$ cat src/rsip_pkg.sv
// Shared types and constants of the radix string-to-integer parser.
// No dependencies.
package rsip_pkg;

  // Field and register widths
  localparam int unsigned SYM_W   = 8;
  localparam int unsigned NUM_SYM = 16;
  localparam int unsigned CNT_W   = 5;
  localparam int unsigned DIGIT_W = 4;
  localparam int unsigned VALUE_W = 32;
  localparam int unsigned DATA_W  = 64;
  localparam int unsigned ADDR_W  = 5;

  // Register indexes (byte address is 8 * index)
  localparam logic [1:0] REG_DIGIT_COUNT  = 2'd0;
  localparam logic [1:0] REG_SYMBOLS_LOW  = 2'd1;
  localparam logic [1:0] REG_SYMBOLS_HIGH = 2'd2;

  // Character codes
  localparam logic [SYM_W-1:0] CH_TAB   = 8'd9;
  localparam logic [SYM_W-1:0] CH_CR    = 8'd13;
  localparam logic [SYM_W-1:0] CH_SPACE = 8'h20;
  localparam logic [SYM_W-1:0] CH_PLUS  = 8'h2B;
  localparam logic [SYM_W-1:0] CH_MINUS = 8'h2D;
  localparam logic [SYM_W-1:0] CH_NUL   = 8'h00;

  // Alphabet lookup results handed to the parse logic
  typedef struct packed {
    logic               hit;      // character is an alphabet symbol
    logic [DIGIT_W-1:0] digit;    // its lowest position
    logic [CNT_W-1:0]   radix;    // symbol count clamped to the maximum
    logic               ok;       // alphabet passes all checks
  } rsip_alpha_t;

endpackage

$ cat src/radix_string_to_integer_parser_top.sv
// Radix string-to-integer parser: one character per item, configurable alphabet.
// Depends on rsip_pkg and rsip_alphabet.
//
//   channel   direction  handshake               payload
//   in        sink       in_valid_i / in_stall_o  char_code_i, last_i
//   out       source     out_valid_o / out_stall_i value_o, base_valid_o
//   config    APB slave  psel/penable/pwrite      paddr, pwdata, prdata
//
// One item per cycle unless a stalled result holds a last item: each item is
// staged in an input register, then handled by one multiply-add (accumulator
// times radix). A last item leaving that stage loads the result register.
// Reset clears the parse state, the registers and both valid flags.
// A stalled result holds the input stage only when that stage holds a last item.
module radix_string_to_integer_parser_top #(
  parameter int unsigned MAX_DIGITS = 16
) (
  input  logic                              clk_i,
  input  logic                              rst_ni,
  input  logic                              in_valid_i,
  output logic                              in_stall_o,
  input  logic [rsip_pkg::SYM_W-1:0]        char_code_i,
  input  logic                              last_i,
  output logic                              out_valid_o,
  input  logic                              out_stall_i,
  output logic signed [rsip_pkg::VALUE_W-1:0] value_o,
  output logic                              base_valid_o,
  input  logic                              psel,
  input  logic                              penable,
  input  logic                              pwrite,
  input  logic [rsip_pkg::ADDR_W-1:0]       paddr,
  input  logic [rsip_pkg::DATA_W-1:0]       pwdata,
  output logic [rsip_pkg::DATA_W-1:0]       prdata,
  output logic                              pready
);
  import rsip_pkg::*;

  typedef enum logic [1:0] {
    PH_SPACE,
    PH_SIGN,
    PH_DIGIT,
    PH_DONE
  } phase_e;

  // Configuration registers
  logic [CNT_W-1:0]  digit_count_q;
  logic [DATA_W-1:0] symbols_low_q;
  logic [DATA_W-1:0] symbols_high_q;

  // Input stage
  logic             in_vld_q;
  logic [SYM_W-1:0] char_q;
  logic             last_q;

  // Parse state
  phase_e             phase_q, phase_d;
  logic               neg_q, neg_d;
  logic [VALUE_W-1:0] acc_q, acc_d;

  // Result register
  logic               out_vld_q;
  logic [VALUE_W-1:0] value_q, value_d;
  logic               bvalid_q;

  rsip_alpha_t alpha;
  logic        is_ws, is_sign, out_free, go;
  logic [1:0]  reg_idx;

  assign reg_idx = paddr[ADDR_W-1:3];
  assign pready  = 1'b1;

  // Register writes
  always_ff @(posedge clk_i or negedge rst_ni) begin
    if (!rst_ni) begin
      digit_count_q  <= '0;
      symbols_low_q  <= '0;
      symbols_high_q <= '0;
    end else if (psel && penable && pwrite) begin
      unique case (reg_idx)
        REG_DIGIT_COUNT:  digit_count_q  <= pwdata[CNT_W-1:0];
        REG_SYMBOLS_LOW:  symbols_low_q  <= pwdata;
        REG_SYMBOLS_HIGH: symbols_high_q <= pwdata;
        default: ;
      endcase
    end
  end

  // Register reads
  always_comb begin
    unique case (reg_idx)
      REG_DIGIT_COUNT:  prdata = DATA_W'(digit_count_q);
      REG_SYMBOLS_LOW:  prdata = symbols_low_q;
      REG_SYMBOLS_HIGH: prdata = symbols_high_q;
      default:          prdata = '0;
    endcase
  end

  rsip_alphabet #(
    .MAX_DIGITS(MAX_DIGITS)
  ) u_alphabet (
    .digit_count_i (digit_count_q),
    .symbols_low_i (symbols_low_q),
    .symbols_high_i(symbols_high_q),
    .char_code_i   (char_q),
    .alpha_o       (alpha)
  );

  // Flow control: only a last item needs room in the result register
  assign out_free   = !out_vld_q || !out_stall_i;
  assign go         = in_vld_q && (!last_q || out_free);
  assign in_stall_o = in_vld_q && !go;

  assign is_ws   = ((char_q >= CH_TAB) && (char_q <= CH_CR)) || (char_q == CH_SPACE);
  assign is_sign = (char_q == CH_PLUS) || (char_q == CH_MINUS);

  // Next parse state for the staged character
  always_comb begin
    phase_d = phase_q;
    neg_d   = neg_q;
    acc_d   = acc_q;
    if ((phase_q == PH_SPACE) && is_ws) begin
      phase_d = PH_SPACE;
    end else if (((phase_q == PH_SPACE) || (phase_q == PH_SIGN)) && is_sign) begin
      phase_d = PH_SIGN;
      if (char_q == CH_MINUS) begin
        neg_d = !neg_q;
      end
    end else if (phase_q != PH_DONE) begin
      if (alpha.hit) begin
        phase_d = PH_DIGIT;
        acc_d   = VALUE_W'(acc_q * VALUE_W'(alpha.radix)) + VALUE_W'(alpha.digit);
      end else begin
        phase_d = PH_DONE;
      end
    end
  end

  // Signed result; zero for an invalid alphabet
  always_comb begin
    if (!alpha.ok) begin
      value_d = '0;
    end else if (neg_d) begin
      value_d = VALUE_W'(0) - acc_d;
    end else begin
      value_d = acc_d;
    end
  end

  // Input stage
  always_ff @(posedge clk_i or negedge rst_ni) begin
    if (!rst_ni) begin
      in_vld_q <= 1'b0;
    end else if (!in_stall_o) begin
      in_vld_q <= in_valid_i;
    end
  end

  always_ff @(posedge clk_i) begin
    if (!in_stall_o && in_valid_i) begin
      char_q <= char_code_i;
      last_q <= last_i;
    end
  end

  // Parse state, cleared after each last item
  always_ff @(posedge clk_i or negedge rst_ni) begin
    if (!rst_ni) begin
      phase_q <= PH_SPACE;
      neg_q   <= 1'b0;
      acc_q   <= '0;
    end else if (go) begin
      if (last_q) begin
        phase_q <= PH_SPACE;
        neg_q   <= 1'b0;
        acc_q   <= '0;
      end else begin
        phase_q <= phase_d;
        neg_q   <= neg_d;
        acc_q   <= acc_d;
      end
    end
  end

  // Result register
  always_ff @(posedge clk_i or negedge rst_ni) begin
    if (!rst_ni) begin
      out_vld_q <= 1'b0;
    end else if (go && last_q) begin
      out_vld_q <= 1'b1;
    end else if (!out_stall_i) begin
      out_vld_q <= 1'b0;
    end
  end

  always_ff @(posedge clk_i) begin
    if (go && last_q) begin
      value_q  <= value_d;
      bvalid_q <= alpha.ok;
    end
  end

  assign out_valid_o  = out_vld_q;
  assign value_o      = $signed(value_q);
  assign base_valid_o = bvalid_q;

endmodule

$ cat src/rsip_alphabet.sv
// Alphabet decode: digit lookup of one character and alphabet validity.
// Depends on rsip_pkg.
module rsip_alphabet #(
  parameter int unsigned MAX_DIGITS = 16
) (
  input  logic [rsip_pkg::CNT_W-1:0]   digit_count_i,
  input  logic [rsip_pkg::DATA_W-1:0]  symbols_low_i,
  input  logic [rsip_pkg::DATA_W-1:0]  symbols_high_i,
  input  logic [rsip_pkg::SYM_W-1:0]   char_code_i,
  output rsip_pkg::rsip_alpha_t        alpha_o
);
  import rsip_pkg::*;

  logic [SYM_W-1:0]   sym [NUM_SYM];
  logic [CNT_W-1:0]   radix;
  logic               hit;
  logic [DIGIT_W-1:0] digit;
  logic               ok;

  // Unpack the two symbol words, eight bytes each
  always_comb begin
    for (int i = 0; i < NUM_SYM / 2; i++) begin
      sym[i]               = symbols_low_i[i*SYM_W +: SYM_W];
      sym[i + NUM_SYM / 2] = symbols_high_i[i*SYM_W +: SYM_W];
    end
  end

  assign radix = (digit_count_i > CNT_W'(MAX_DIGITS)) ? CNT_W'(MAX_DIGITS) : digit_count_i;

  // Priority lookup: the lowest matching position wins
  always_comb begin
    hit   = 1'b0;
    digit = '0;
    for (int i = MAX_DIGITS - 1; i >= 0; i--) begin
      if ((CNT_W'(i) < radix) && (sym[i] == char_code_i)) begin
        hit   = 1'b1;
        digit = DIGIT_W'(i);
      end
    end
  end

  // Validity: count in range, no NUL, no sign symbols, no duplicates
  always_comb begin
    ok = (digit_count_i >= CNT_W'(2)) && (digit_count_i <= CNT_W'(MAX_DIGITS));
    for (int i = 0; i < MAX_DIGITS; i++) begin
      if (CNT_W'(i) < digit_count_i) begin
        if ((sym[i] == CH_NUL) || (sym[i] == CH_PLUS) || (sym[i] == CH_MINUS)) begin
          ok = 1'b0;
        end
        for (int j = i + 1; j < MAX_DIGITS; j++) begin
          if ((CNT_W'(j) < digit_count_i) && (sym[j] == sym[i])) begin
            ok = 1'b0;
          end
        end
      end
    end
  end

  assign alpha_o = '{hit: hit, digit: digit, radix: radix, ok: ok};

endmodule

$ cat config.mk
export PLATFORM = sky130hd
export DESIGN_NAME = radix_string_to_integer_parser_top
export DESIGN_NICKNAME = d
export VERILOG_FILES = /design/src/rsip_pkg.sv /design/src/radix_string_to_integer_parser_top.sv /design/src/rsip_alphabet.sv
export SDC_FILE = /design/constraint.sdc
export NUM_CORES = 2
export LEC_CHECK = 0
export BUFFER_PORTS_ARGS = -buffer_cell sky130_fd_sc_hd__buf_2
export CAP_MARGIN = 20
export CORE_AREA = 2 2 316 240
export DETAILED_ROUTE_END_ITERATION = 8
export DIE_AREA = 0 0 318 242
export GPL_TIMING_DRIVEN = 0
export HOLD_SLACK_MARGIN = 0.08
export SLEW_MARGIN = 20
export SYNTH_ARGS = -nofsm -noshare
export SYNTH_HDL_FRONTEND = slang
export SYNTH_SLANG_ARGS = --single-unit
$ cat constraint.sdc
create_clock -name clk_i -period 7.4 [get_ports clk_i]
set_input_delay 0.74 -clock clk_i [delete_from_list [all_inputs] [get_ports clk_i]]
set_output_delay 0.74 -clock clk_i [all_outputs]
set_load 0.01 [all_outputs]
==> impl_metrics.tcl <==
set metrics [dict create \
    ys_types 82 \
    max_cap_violations 0 \
    cp_top_family "buffers and inverters" \
    worst_slew_pin_slew_ps 1330 \
    layout-drive-gt1-share 0.180 \
    drt_iter0_markers 5372 \
    required_ps 7770 \
    syn_avg_cell_area_um2 8.64 \
    dp_hpwl_um 120000 \
    grt_overflow_total 0 \
    rrSetupSlack_ps 170 \
    critical_path.startpoint_type "flop" \
    rr_worst_depth 23 \
    synth_top_area_cell "xnor2_1" \
    design.core.area_um2 74100 \
    cts_max_path_buffers 3 \
    critPathKind "reg2reg" \
    antenna_found_initial 9 \
    final.setup.tns_ps 0 \
    synthFlopType "dfrtp_1" \
    cts_sinks 212 \
    cp_max_fo 10 \
    worst_clock_skew_ps 47.1 \
    layout_commonest_cell "xnor2_1" \
    vdd_ir_drop_max_v 0.000264 \
    die_w_um 318 \
    viasPerCell 6.50 \
    ant_nets 0 \
    htreeDepth 1 \
    critPathLaunch "digit_count_q[4]$_DFFE_PN0P_" \
    fin_hold_ws_ps 279 \
    ys_ff_latch 212 \
    grt_use_total 0.420 \
    hold_viol 0 \
    root_buffer "clkbuf_16" \
    seqCellArea_um2 5520 \
    die_h_um 242 \
    async_reset_ff_frac 0.802 \
    grt_pass1_wl_um 227000 \
    multi_input_area_um2 22200 \
    grt_pass1_vias 27637 \
    nFillCells 7416 \
    final.setup.worst_slack_ps 167 \
    slew-limit-headroom 0.111 \
    synth-seq-area-share 0.188 \
    status "finished clean" \
    dieArea_um2 77000 \
    fp-row-count 87 \
    syn_inst 3395 \
    globalplace.congestion 1.09 \
    area_growth_syn_to_layout_pct 13.1 \
    critical_path.endpoint "value_o[31]$_SDFFCE_PN0P_" \
    arrival_ps 7600 \
    clk_pin_slew_ps 70 \
    fin_crit_sh 0.977 \
    finalMaxSlewViolations 0 \
    r2r-end "value_o[31]$_SDFFCE_PN0P_" \
    place_ws_ps -2280 \
    routed_wirelength_um 167000 \
    cp-end-kind "flop" \
    synth_area_leaders "xnor2_1, dfrtp_1, xor2_1" \
    initial_core_util 0.396 \
    crit_cells 23 \
    wl_per_cell_um 36.1 \
    drc 0 \
    p_leak_nw 12.9 \
    synth_warnings 0 \
    path_buf_inv 7 \
    pin_count 185 \
    grt_max_degree 76 \
    cts_tree "done" \
    cp_cell_sequence "buf_4 > buf_4 > buf_4 > buf_6 > clkbuf_4 > clkbuf_4 > nand2_1 > fa_1 > inv_1 > fa_1 > fa_1 > ha_1 > a211oi_2 > o31ai_1 > a221oi_2 > nor3b_1 > a211oi_1 > nor3_1 > o31ai_4 > a211oi_1 > a41oi_2 > xnor2_1 > nor2_1" \
    clock_latency_ps 650 \
    max_freq_mhz 138 \
    firstDrtPassIters 8 \
    synth_edf_count 42 \
    setup_viol 0 \
    fin_crit_ps 7230 \
    critPathSlowestCell "fa_1" \
    vias 30100 \
    io_buffers 178 \
    hp-class "in2reg" \
    power_density_nw_per_um2 290 \
    numCtsBuffers 27 \
    synthDominantCellAreaShare 0.239 \
    critPathMaxStageDelay_ps 490 \
    synth.cell_area_um2 29300 \
    reg2reg_from "digit_count_q[4]$_DFFE_PN0P_" \
    synth_nets 3629 \
    final_cell_mix "xnor2_1, xor2_1, buf_2" \
    fin_nets 3860 \
]
-- routing by layer --
layer	global-route usage	up-vias	routed length, um
met3	0.212	554	28700
li1	-	12071	-
met1	0.585	14787	69100
met2	0.528	2672	60200
met5	0.0259	-	586
met4	0.185	16	8850
-- per-stage QoR --
stage / cell area (um2) / cells / total power [mW] / utilization
2_1_floorplan: 29300 / 3395 / 5.56 / -
3_3_place_gp: 31500 / 4552 / 7.74 / 0.424
3_5_place_dp: 31700 / 4562 / 7.78 / 0.428
4_1_cts: 32800 / 4618 / 9.13 / 0.442
5_1_grt: 33200 / 4626 / 9.73 / 0.447
6_report: 33200 / 4634 / 9.62 / 0.448
-- sequential cells by signal, indices dropped and copies added (netlist names), 2 cells and up --
name	count
acc_q	32
char_q	8
digit_count_q	5
phase_q	2
symbols_high_q	64
symbols_low_q	64
value_o	32
-- synth_stat cells (all sizes together), types with 5 or more instances --
cell type	n
ha	63
inv	81
nor2b	12
o31ai	12
o22ai	11
o21ai	62
o211ai	7
dfrtp	170
clkbuf	101
a211oi	17
or3	15
o311ai	6
or2	7
a21o	11
nor4	123
fa	86
nor2	106
xor2	366
nand2	169
nor3	90
edfxtp	42
or4	25
and2	66
a21oi	58
nand3b	5
nand4	193
a22o	68
a41oi	14
a311oi	7
a2111oi	5
buf	280
mux2i	25
mux2	134
xnor2	800
nor3b	6
nand2b	7
o21a	5
nand3	52
a31oi	48
-- cells by family (layout without fill, tap and decap cells) --
logic type | Yosys count | count (layout) | synth area share
buffers and inverters | 462 | 714 | 0.0674
AND/OR/NAND/NOR | 890 | 890 | 0.164
adder cells (fa/ha/maj) | 149 | 149 | 0.0856
other | 1 | 9 | 0.000128
multiplexers | 159 | 159 | 0.0600
flip-flops | 212 | 212 | 0.188
XOR/XNOR | 1166 | 1166 | 0.348
AO/OA/AOI/OAI | 356 | 356 | 0.0867
-- area by class of cell --
cell class	instances	area share
clock inverter	18	0.00381
antenna	8	0.000603
multi-input combinational	2721	0.669
timing repair buffer	208	0.0367
tap	979	0.0369
sequential	212	0.166
buffer	375	0.0563
inverter	81	0.00916
clock buffer	32	0.0209
-- worst min path at each step --
stage / start / slack [ps] / cells after the start / endpoint
3_3_place_gp: acc_q[31]$_DFFE_PN0P_ / 520 / 1 / acc_q[31]$_DFFE_PN0P_
3_5_place_dp: out_valid_o$_DFFE_PN0P_ / 530 / 1 / out_valid_o$_DFFE_PN0P_
6_report: char_code_i[7] / 280 / 1 / char_q[7]$_DFFE_PP_
2_1_floorplan: rst_ni / 440 / 0 / acc_q[0]$_DFFE_PN0P_
4_1_cts: char_code_i[3] / 260 / 1 / char_q[3]$_DFFE_PP_
5_1_grt: char_code_i[4] / 270 / 1 / char_q[4]$_DFFE_PP_
-- repair_timing --
action                     in CTS  in global routing
resized for setup              41                 74
hold buffers                    1                  0
pin swaps                       5                 13
hold endpoints to repair       33                  0
setup endpoints to repair      46                 19
buffers inserted                7                 11
-- where the power goes --
part	internal, mW	switching [mW]
registers	1.38	0.153
clock network	0.678	0.627
logic	2.25	4.53
total	4.31	5.31
(Power assumes the default switching activity.)
